[src/design/poisson_loss_and_gradient_assert.svh]
// ----------------------------------------------------------------------------
// poisson loss assertion macros
// shared property forms used by the poisson loss block, clocked on clock and
// disabled while reset is high
// ----------------------------------------------------------------------------
`ifndef POISSON_LOSS_AND_GRADIENT_ASSERT_SVH
`define POISSON_LOSS_AND_GRADIENT_ASSERT_SVH

// consequent checked in the same cycle as the antecedent
`define PLG_ASSERT_SAME(lbl, ante, cons, msg) \
   lbl: assert property (@(posedge clock) disable iff (reset) (ante) |-> (cons)) \
      else $error(msg);

// consequent checked in the cycle after the antecedent
`define PLG_ASSERT_NEXT(lbl, ante, cons, msg) \
   lbl: assert property (@(posedge clock) disable iff (reset) (ante) |=> (cons)) \
      else $error(msg);

`endif

[src/design/plg_pkg.sv]
// ----------------------------------------------------------------------------
// plg_pkg
// types, microcode program and constants of the poisson loss block
// ----------------------------------------------------------------------------
`default_nettype none

package plg_pkg;

   localparam int PRED_W  = 20;
   localparam int LABEL_W = 16;
   localparam int GRAD_W  = 33;
   localparam int LOSS_W  = 64;
   localparam int MUL_W   = 33;
   localparam int REQ_DATA_W = 40;
   localparam int RSP_DATA_W = 104;

   localparam logic [31:0] L2E_Q31 = 32'hB8AA3B29;
   localparam logic [29:0] LN2_Q30 = 30'h2C5C85FE;
   localparam logic [30:0] ONE_Q30 = 31'h4000_0000;
   localparam logic [63:0] EXP_CAP = 64'h3FFF_FFFF_FFFF_FFFF;

   // floor(2^31 / k), entry zero unused
   localparam logic [31:0] RECIP_TABLE [16] = '{
      32'd0,         32'd2147483648, 32'd1073741824, 32'd715827882,
      32'd536870912, 32'd429496729,  32'd357913941,  32'd306783378,
      32'd268435456, 32'd238609294,  32'd214748364,  32'd195225786,
      32'd178956970, 32'd165191049,  32'd153391689,  32'd143165576
   };

   typedef enum logic [3:0] {
      OP_T,
      OP_Z,
      OP_YX,
      OP_PZ,
      OP_RC,
      OP_FIX,
      OP_SCALE,
      OP_TERM,
      OP_ACC
   } op_type;

   typedef enum logic {
      JMP_NONE,
      JMP_LOOP
   } jump_type;

   localparam int PROG_LEN = 9;
   localparam int PC_W     = $clog2(PROG_LEN);
   typedef logic [PC_W-1:0] pc_type;

   typedef struct packed {
      op_type   op;
      jump_type jump;
      pc_type   target;
      logic     final_step;
   } cword_type;

   localparam pc_type LOOP_TOP = pc_type'(3);

   localparam cword_type PROGRAM [PROG_LEN] = '{
      '{OP_T,     JMP_NONE, pc_type'(0), 1'b0},
      '{OP_Z,     JMP_NONE, pc_type'(0), 1'b0},
      '{OP_YX,    JMP_NONE, pc_type'(0), 1'b0},
      '{OP_PZ,    JMP_NONE, pc_type'(0), 1'b0},
      '{OP_RC,    JMP_NONE, pc_type'(0), 1'b0},
      '{OP_FIX,   JMP_LOOP, LOOP_TOP,    1'b0},
      '{OP_SCALE, JMP_NONE, pc_type'(0), 1'b0},
      '{OP_TERM,  JMP_NONE, pc_type'(0), 1'b0},
      '{OP_ACC,   JMP_NONE, pc_type'(0), 1'b1}
   };

   typedef struct packed {
      logic   active;
      op_type op;
   } ctrl_type;

   typedef struct packed {
      logic hold;
      logic loop_more;
   } stat_type;

endpackage

`default_nettype wire

[src/design/plg_sequencer.sv]
// ----------------------------------------------------------------------------
// plg_sequencer
// step counter over the microcode program, with the series loop jump
// ----------------------------------------------------------------------------
`default_nettype none

module plg_sequencer import plg_pkg::*; (
   input  wire logic     clock,
   input  wire logic     reset,
   input  wire logic     start,
   input  wire stat_type stat,
   output ctrl_type      ctrl
);

   logic      run_ff, run_in;
   pc_type    pc_ff, pc_in;
   cword_type cw;

   assign cw = PROGRAM[pc_ff];

   // next step
   always_comb begin
      run_in = run_ff;
      pc_in  = pc_ff;
      if (!run_ff) begin
         if (start) begin
            run_in = 1'b1;
            pc_in  = '0;
         end
      end else if (!stat.hold) begin
         if (cw.final_step) begin
            run_in = 1'b0;
            pc_in  = '0;
         end else if (cw.jump == JMP_LOOP && stat.loop_more) begin
            pc_in = cw.target;
         end else begin
            pc_in = pc_type'(pc_ff + 1'b1);
         end
      end
   end

   // control word to the datapath
   always_comb begin
      ctrl.active = run_ff;
      ctrl.op     = cw.op;
   end

   always_ff @(posedge clock) begin
      if (reset) begin
         run_ff <= 1'b0;
         pc_ff  <= '0;
      end else begin
         run_ff <= run_in;
         pc_ff  <= pc_in;
      end
   end

endmodule

`default_nettype wire

[config.mk]
export PLATFORM = sky130hd
export DESIGN_NAME = plg_sequencer
export DESIGN_NICKNAME = d
export VERILOG_FILES = /design/src/design/poisson_loss_and_gradient_assert.svh /design/src/design/plg_pkg.sv /design/src/design/plg_sequencer.sv
export SDC_FILE = /design/constraint.sdc
export NUM_CORES = 1
export LEC_CHECK = 0
export ABC_CLOCK_PERIOD_IN_PS = 3200
export CAP_MARGIN = 20
export CELL_PAD_IN_SITES_DETAIL_PLACEMENT = 0
export CELL_PAD_IN_SITES_GLOBAL_PLACEMENT = 1
export CORE_AREA = 2 2 39 41
export CTS_CLUSTER_DIAMETER = 50
export CTS_CLUSTER_SIZE = 28
export DETAILED_ROUTE_END_ITERATION = 10
export DIE_AREA = 0 0 41 43
export DONT_BUFFER_PORTS = 1
export PLACE_DENSITY_LB_ADDON = 0.2
export SYNTH_ARGS = -nofsm -noshare
export SYNTH_HDL_FRONTEND = slang
export SYNTH_SLANG_ARGS = --single-unit
[constraint.sdc]
create_clock -name clock -period 3.2 [get_ports clock]
set_clock_uncertainty 0.15 [all_clocks]
set_input_delay 0.64 -clock clock [delete_from_list [all_inputs] [get_ports clock]]
set_output_delay 0.64 -clock clock [all_outputs]
set_load 0.02 [all_outputs]
==> flow_summary.json, run 1 <==
{
  "worst_pin_slew_ps": 514,
  "hold_violations": 0,
  "synth-edff-count": 0,
  "seqPwrFrac_pct": 44.3,
  "status": "complete, no violations",
  "critical_path_class": "reg2out",
  "p_clk_share_pct": 47.7,
  "syn_area_per_cell_um2": 8.87,
  "fin_crit_ps": 1910,
  "power_switching_uw": 37.8,
  "final_nets": 44,
  "cp.arrival_ps": 1120,
  "die_h_um": 43,
  "cts-buffers-inserted": 3,
  "track_usage_pct": 10.4,
  "grt_overflow_total": 0,
  "fin_area_um2": 330,
  "comb_power_share_pct": 8.0,
  "cts_sinks": 5,
  "setup_viol": 0,
  "post-route-period-util_pct": 59.8,
  "grt_antenna_before_repair": 0,
  "synth_fp_nets": 42,
  "post_dp_cell_area_um2": 304,
  "drc": 0,
  "swShare_pct": 24.4,
  "worstSetupEndpointType": "output port",
  "clockRootBuffer": "clkbuf_4",
  "synthesis.area_um2": 310,
  "max_slew_margin_pct": 65.7,
  "first_pass_iters": 2,
  "grt_max_degree": 11,
  "cts_resized": 0,
  "power.density_mw_per_mm2": 469,
  "intPower_uw": 117,
  "cpPeakStageDelay_ps": 470,
  "grt_pass1_vias": 266,
  "final_layout_size_suffix_gt1_share_pct": 13.9,
  "critPathTopFamily": "flip-flops",
  "slew_viol_final": 0,
  "synth_seq_area_share_pct": 32.3,
  "clk_pin_slew_ps": 40,
  "cts_tree": "done",
  "cts_setup_buffers": 0,
  "postRouteAntennaNets": 0,
  "yosysWarnings": 0,
  "synth_area_leaders": "dfxtp_1, a21oi_1, ha_1, nand3_1, buf_4",
  "synth_commonest_cells": "a21oi_1, dfxtp_1, nand3_1",
  "cts_max_level": 1,
  "synth_top_flop_cell": "dfxtp_1",
  "whs_ps": 306,
  "power.leakage_uw": 0.000118,
  "wire_per_inst_um": 13.7,
  "timing.setup.tns_ps": 0,
  "slowest_stage": "dfxtp_1",
  "multi_input_area_um2": 176,
  "globalplace.congestion": 0.805,
  "synth_top_area_share_pct": 32.3,
  "finalPower_uw": 155,
  "start_util_pct": 22.4,
  "wirelength_um": 714,
  "syn_to_final_growth_pct": 6.45,
  "die-area_mm2": 0.00176,
  "drt_iter0_drc": 8,
  "diodes": 0,
  "register_area_um2": 100,
  "ys_ff_latch": 5,
  "worstPathMaxFanout": 10,
  "synth_cells": 35,
  "vias_per_cell": 4.85,
  "die_w_um": 41,
  "io_pins": 10,
  "synth_top_cell_by_area": "dfxtp_1",
  "start_kind": "register",
  "yosysUniqueCellTypes": 21,
  "maxCapViolations": 0,
  "fill_cells": 154,
  "grt_pass1_wl_um": 1160,
  "core-area_mm2": 0.00138,
  "rows": 14,
  "clkLatencyLatePin_ps": 240,
  "cp_num_buf_inv": 0,
  "vdd_drop_max_mv": 0.215,
  "vias": 252,
  "clockBufferDepth": 2,
  "async_flop_share_pct": 0,
  "cts.hold.buffers_added": 0,
  "cp_data_required_time_ps": 2410,
  "hold_path_class": "in2reg",
  "io_buffer_count": 0,
  "rsz0062_at_grt": "no",
  "fmaxAchievable_ghz": 0.523,
  "crit_chain": "nor2b_1",
  "utilization_pct": 23.9
}
## cells in the final DEF, fill, tap and decap left out
master / instances
nand2b_2: 1
a21oi_1: 5
nand2b_1: 1
nor2b_1: 2
clkbuf_4: 3
inv_1: 2
nand4_1: 1
clkbuf_1: 1
nor3b_1: 1
dfxtp_1: 5
o21ai_0: 1
nand3_1: 3
a311oi_1: 1
a2111o_1: 1
and2_1: 1
a211o_1: 1
nand2b_4: 1
nor2_1: 1
nand2_1: 1
ha_1: 2
nand4b_1: 1
## power by group through the flow
| stage | logic [uW] | registers (uW) | clock network (uW) |
|---|---|---|---|
| after floorplan | 13.2 | 67.7 | 0 |
| after global placement | 12.1 | 69.7 | 0 |
| after detailed placement | 12.6 | 69.8 | 0 |
| after CTS | 12.6 | 68.7 | 77.1 |
| after global routing | 13.7 | 69.1 | 83.2 |
| final | 12.4 | 68.6 | 74.0 |
## registers in the layout, indices dropped and copies added, names as in the netlist
| name | count |
|---|---|
| pc_ff | 4 |
| run_ff | 1 |
## through the flow
stage | setup slack (ps) | std cells
4_1_cts | 1270 | 52
6_report | 1290 | 52
3_5_place_dp | 1510 | 48
3_3_place_gp | 1530 | 48
2_1_floorplan | 1620 | 35
5_1_grt | 1230 | 52
## cell type report
| class | count | share of cell area (%) |
|---|---|---|
| Tap cell | 16 | 6.06 |
| Multi-Input combinational cell | 25 | 53.4 |
| Inverter | 2 | 2.27 |
| Sequential cell | 5 | 30.3 |
| Clock buffer | 4 | 7.95 |
## cells by family (layout without fill, tap and decap cells)
kind of cell / count (synthesis) / count (layout) / synth area share, %
buffers and inverters: 5 / 6 / 10.9
AO/OA/AOI/OAI: 9 / 9 / 18.9
flip-flops: 5 / 5 / 32.3
adder cells (fa/ha/maj): 2 / 2 / 8.06
AND/OR/NAND/NOR: 14 / 14 / 29.8
## path summary, 6_finish.rpt
| path | cells past startpoint | to | slack [ps] | start |
|---|---|---|---|---|
| worst max-delay path | 1 | ctrl[2] | 1290 | pc_ff[3] |
| worst min-delay path | 1 | run_ff | 310 | reset |
| worst max register to register | 3 | pc_ff[2] | 1580 | run_ff |
| worst min register to register | 2 | pc_ff[1] | 360 | pc_ff[1] |
## layer usage
metal | vias to the layer above | track usage (%) | share of wire, %
li1 | 125 | - | -
met3 | 0 | 10.5 | 12
met5 | - | 0 | 0
met4 | 0 | 2.00 | 0
met1 | 117 | 11.6 | 39
met2 | 10 | 13.8 | 49
No activity file was read; power rests on OpenSTA's default activity.
==> run 2, diff against run 1 <==
- ABC_CLOCK_PERIOD_IN_PS: 3200 -> 1900
- clock period: 3.2 -> 1.9 ns (I/O delays scaled with it)
==> run 2 against run 1 <==
- register-to-register slack got worse by 1200 ps
- final area rose by 2.3%
- cell count rose by 1.9%
- sequential share of layout area fell by 0.67 points
- power rose by 71%
- highest routed layer is now met4
- core utilization rose by 0.54 points
- critical path type unchanged
- sequential power rose by 65%
- count of clock-buffer cells in the layout did not move
- first-iteration DRC count fell by 75%
==> flow_summary.json, run 2 (same netlist as run 1, synthesis figures left out) <==
{
  "max_slew_margin_pct": 66.6,
  "power.leakage_uw": 0.000123,
  "diodes": 0,
  "slew_viol_final": 0,
  "grt_pass1_vias": 234,
  "top_usage_layer": "met1",
  "timing.setup.tns_ps": 0,
  "fill_cells": 157,
  "grt_antenna_before_repair": 0,
  "die_w_um": 41,
  "fmaxAchievable_ghz": 0.610,
  "vias": 247,
  "grt_overflow_total": 0,
  "rows": 14,
  "status": "complete, no violations",
  "die-area_mm2": 0.00176,
  "cts_sinks": 5,
  "cts.hold.buffers_added": 0,
  "clockBufferDepth": 2,
  "hold_path_class": "in2reg",
  "grt_pass1_wl_um": 1080,
  "clockRootBuffer": "clkbuf_4",
  "drt_iter0_drc": 2,
  "hold_violations": 0,
  "core-area_mm2": 0.00138,
  "cp_num_buf_inv": 0,
  "slowest_stage": "dfxtp_1",
  "critPathTopFamily": "flip-flops",
  "top_regs": "pc_ff (4), run_ff (1)",
  "fin_area_um2": 338,
  "grtUsageMet1_pct": 13.1,
  "postRouteAntennaNets": 0,
  "cp_data_required_time_ps": 1370,
  "worst_pin_slew_ps": 500,
  "crit_chain": "nor2b_1",
  "syn_to_final_growth_pct": 8.87,
  "dp_hpwl_um": 473,
  "worstRegToRegCells": 4,
  "worstSetupEndpointType": "output port",
  "final_cell_mix": "a21oi_1, dfxtp_1, nand3_1, clkbuf_4",
  "critical_path_class": "reg2out",
  "start_kind": "register",
  "cts-buffers-inserted": 3,
  "clkLatencyLatePin_ps": 250,
  "die_h_um": 43,
  "start_util_pct": 22.4,
  "clk_pin_slew_ps": 50,
  "io_pins": 10,
  "final_nets": 45,
  "post_dp_cell_area_um2": 312,
  "wirelength_um": 644,
  "post-route-period-util_pct": 86.3,
  "worstPathMaxFanout": 10,
  "grt_max_degree": 11,
  "first_pass_iters": 4,
  "use_met2_pct": 10.0,
  "met3_usage_pct": 3.66,
  "setup_viol": 0,
  "vdd_drop_max_mv": 0.165,
  "power.density_mw_per_mm2": 787,
  "cts_tree": "done",
  "fin_crit_ps": 1640,
  "vias_per_cell": 4.66,
  "cts_max_level": 1,
  "cp.depth": 1,
  "largest_register": "pc_ff",
  "globalplace.congestion": 0.704,
  "cts_setup_buffers": 0,
  "rsz0062_at_grt": "no",
  "cpPeakStageDelay_ps": 460,
  "cp.arrival_ps": 1110,
  "io_buffer_count": 0,
  "largest_reg_flops": 4,
  "final_layout_size_suffix_gt1_share_pct": 16.2,
  "hold_depth": 1,
  "drc": 0,
  "maxCapViolations": 0,
  "track_usage_pct": 9.53,
  "cts_resized": 0,
  "wire_per_inst_um": 12.2
}
[run 2: where the power goes]
part / leakage (uW) / total [uW] / internal, uW / switching, uW
registers: 0.0000407 / 113 / 108 / 4.51
clock network: 0.0000150 / 127 / 79.7 / 47.8
logic: 0.0000673 / 25.5 / 11.5 / 13.9
total: 0.000123 / 266 / 200 / 66.2
[run 2: path summary, 6_finish.rpt]
path         startpoint  endpoint  slack (ps)
max            pc_ff[3]   ctrl[0]         260
min               reset    run_ff          40
max reg2reg    pc_ff[1]  pc_ff[2]         390
min reg2reg    pc_ff[1]  pc_ff[1]         350
[run 2: routing by layer]
layer | up-vias | wire [um]
li1 | 128 | -
met1 | 107 | 304
met2 | 8 | 265
met3 | 4 | 48
met4 | 0 | 25
met5 | - | 0
[run 2: area by class of cell]
cell class / count / area [um2] / area share, %
Sequential cell: 5 / 100 / 29.6
Inverter: 2 / 7.51 / 2.22
Timing Repair Buffer: 1 / 7.51 / 2.22
Tap cell: 16 / 20.0 / 5.93
Multi-Input combinational cell: 25 / 176 / 52.2
Clock buffer: 4 / 26.3 / 7.78
[run 2: per-stage QoR]
step / utilization, % / setup slack [ps] / hold slack (ps) / total power [uW] / cells
after floorplan: - / 469 / 299 / 136 / 35
after global placement: 22.5 / 389 / 300 / 140 / 49
after detailed placement: 22.5 / 382 / 303 / 140 / 49
after CTS: 24.4 / 229 / 38.4 / 272 / 53
after global routing: 24.4 / 202 / 33.4 / 280 / 53
final: 24.4 / 261 / 44.3 / 266 / 53
==> run 3, diff against run 2 <==
- ABC_AREA: unset -> 1
- ABC_CLOCK_PERIOD_IN_PS: 1900 -> 1800
- clock period: 1.9 -> 1.8 ns (I/O delays scaled with it)
==> run 3 against run 2 <==
- first-iteration DRC count stayed put
- worst hold slack worse by 14 ps
- highest routed layer unchanged
- core utilization is 0.27 points higher
==> flow_summary.json, run 3 <==
{
  "worst_slack_ps": 222,
  "max_slew_margin_pct": 73.7,
  "syn_area_per_cell_um2": 6.44,
  "ff2ff_setup_slack_ps": 580,
  "cp.depth": 3,
  "vdd_drop_max_mv": 0.358,
  "yosysUniqueCellTypes": 12,
  "drc": 0,
  "top_regs": "pc_ff (4), run_ff (1)",
  "die_h_um": 43,
  "cts.hold.buffers_added": 0,
  "cts_sinks": 5,
  "postRouteAntennaNets": 0,
  "synth_top_area_share_pct": 33.1,
  "critical_path_class": "reg2out",
  "worstSetupEndpointType": "output port",
  "dp_slack_ps": 475,
  "grt_max_degree": 7,
  "cp.arrival_ps": 1070,
  "synth_fp_nets": 54,
  "fill_cells": 167,
  "largest_register": "pc_ff",
  "start_util_pct": 21.9,
  "start_kind": "register",
  "grt_pass1_vias": 277,
  "slew_viol_final": 0,
  "timing.setup.tns_ps": 0,
  "setup_viol": 0,
  "grt_pass1_wl_um": 1100,
  "crit_start": "pc_ff[3]",
  "synth_area_leaders": "dfxtp_1, nand3_1, nand2_1, nor2_1, inv_1",
  "cp_num_buf_inv": 2,
  "critPathTopFamily": "flip-flops",
  "p_clk_share_pct": 47.7,
  "io_buffer_count": 0,
  "grt_antenna_before_repair": 0,
  "worstRegToRegCells": 6,
  "utilization_pct": 24.7,
  "largest_reg_flops": 4,
  "yosysWarnings": 0,
  "hold_path_class": "in2reg",
  "cts_resized": 0,
  "cp_data_required_time_ps": 1290,
  "hold_violations": 0,
  "clockRootBuffer": "clkbuf_4",
  "slowest_stage": "dfxtp_1",
  "syn_to_final_growth_pct": 12.8,
  "diodes": 0,
  "cts-buffers-inserted": 3,
  "worstPathMaxFanout": 6,
  "io_pins": 10,
  "synth-edff-count": 0,
  "multi_input_area_um2": 158,
  "wirelength_um": 679,
  "worst_pin_slew_ps": 394,
  "die-area_mm2": 0.00176,
  "synthesis.area_um2": 303,
  "clockBufferDepth": 2,
  "final_nets": 58,
  "vias_per_cell": 4.32,
  "wire_per_inst_um": 10.3,
  "ys_ff_latch": 5,
  "vias": 285,
  "post-route-period-util_pct": 87.7,
  "fin_crit_ps": 1580,
  "crit_chain": "inv_2 > nand2_1 > inv_1",
  "cts_tree": "done",
  "status": "complete, no violations",
  "power_switching_uw": 66.2,
  "cts_setup_buffers": 0,
  "seqPwrFrac_pct": 43.3,
  "power.density_mw_per_mm2": 799,
  "clkLatencyLatePin_ps": 240,
  "synth_top_flop_cell": "dfxtp_1",
  "rows": 14,
  "power.leakage_uw": 0.000155,
  "swShare_pct": 24.3,
  "grt_overflow_total": 0,
  "async_flop_share_pct": 0,
  "comb_power_share_pct": 9.0,
  "r2r_end": "pc_ff[3]",
  "intPower_uw": 207,
  "clk_pin_slew_ps": 40,
  "drt_iter0_drc": 2,
  "synth_top_cell_by_area": "dfxtp_1",
  "cpPeakStageDelay_ps": 540,
  "first_pass_iters": 2,
  "worstReg2RegStart": "pc_ff[3]",
  "final_cell_mix": "nor2_1, nand2_1, inv_1",
  "die_w_um": 41,
  "rsz0062_at_grt": "no",
  "maxCapViolations": 0,
  "synth_cells": 47,
  "endpoint": "ctrl[2]",
  "fmaxAchievable_ghz": 0.634,
  "final_layout_size_suffix_gt1_share_pct": 12.0,
  "register_area_um2": 100,
  "track_usage_pct": 10.0,
  "core-area_mm2": 0.00138,
  "dp_hpwl_um": 563,
  "globalplace.congestion": 0.666,
  "synth_seq_area_share_pct": 33.1,
  "synth_commonest_cells": "nand2_1, nor2_1, inv_1",
  "cts_max_level": 1
}
## run 3: cell types whose count changed in the layout (fill, tap and decap cells not counted), moves of 2 or more
cell,delta
inv_1,+5
nand2_1,+7
nand3_1,+3
nor2_1,+7
nor2b_1,-2
## run 3: worst min-delay path by stage
stage               startpoint  cells past startpoint       end
floorplan                reset                      1  pc_ff[0]
global placement         reset                      1  pc_ff[0]
detailed placement       reset                      1    run_ff
CTS                      reset                      1    run_ff
global route             reset                      1  pc_ff[0]
finish                   reset                      1    run_ff
## run 3: worst reg2reg max path: stages (launching register included)
cell and delay [ps]:
dfxtp_1 540, inv_2 90, nand2_1 90, nor2_1 40, nor2_1 80, nand2_1 60
a21oi_1 110
## run 3: per-stage QoR
stage	cells	hold slack [ps]	area, um2	power, uW
finish	66	30.4	342	273
CTS	66	23.5	342	280
global route	66	21.6	342	287
global placement	62	280	315	146
detailed placement	62	283	315	145
floorplan	47	279	303	140
## run 3: cell type report
| cell class | instances | share of cell area, % |
|---|---|---|
| clock buffers | 4 | 7.69 |
| inverters | 8 | 8.79 |
| multi-input cells | 32 | 46.2 |
| flip-flops and latches | 5 | 29.3 |
| well taps | 16 | 5.86 |
| repair buffers | 1 | 2.20 |
## run 3: logic make-up (layout without fill, tap and decap cells)
| group | count (synthesis) | after routing | synth area share (%) |
|---|---|---|---|
| AND/OR/NAND/NOR | 24 | 24 | 33.9 |
| adder cells (fa/ha/maj) | 2 | 2 | 8.26 |
| flip-flops | 5 | 5 | 33.1 |
| AO/OA/AOI/OAI | 6 | 6 | 9.91 |
| buffers and inverters | 10 | 13 | 14.9 |
## run 3: per-layer routing
layer	vias up	part of all wire, %	track usage, %
met2	7	51	14.7
met5	-	0	0
met3	3	8.5	8.38
met1	124	39	9.97
li1	151	-	-
met4	0	1.2	4.00
## run 3: power groups by stage
stage               logic [uW]  clock network (uW)  registers (uW)
finish                    24.7                 130             118
global route              28.6                 140             119
CTS                       25.5                 137             118
detailed placement        25.3                   0             120
global placement          25.6                   0             120
floorplan                 20.8                   0             120
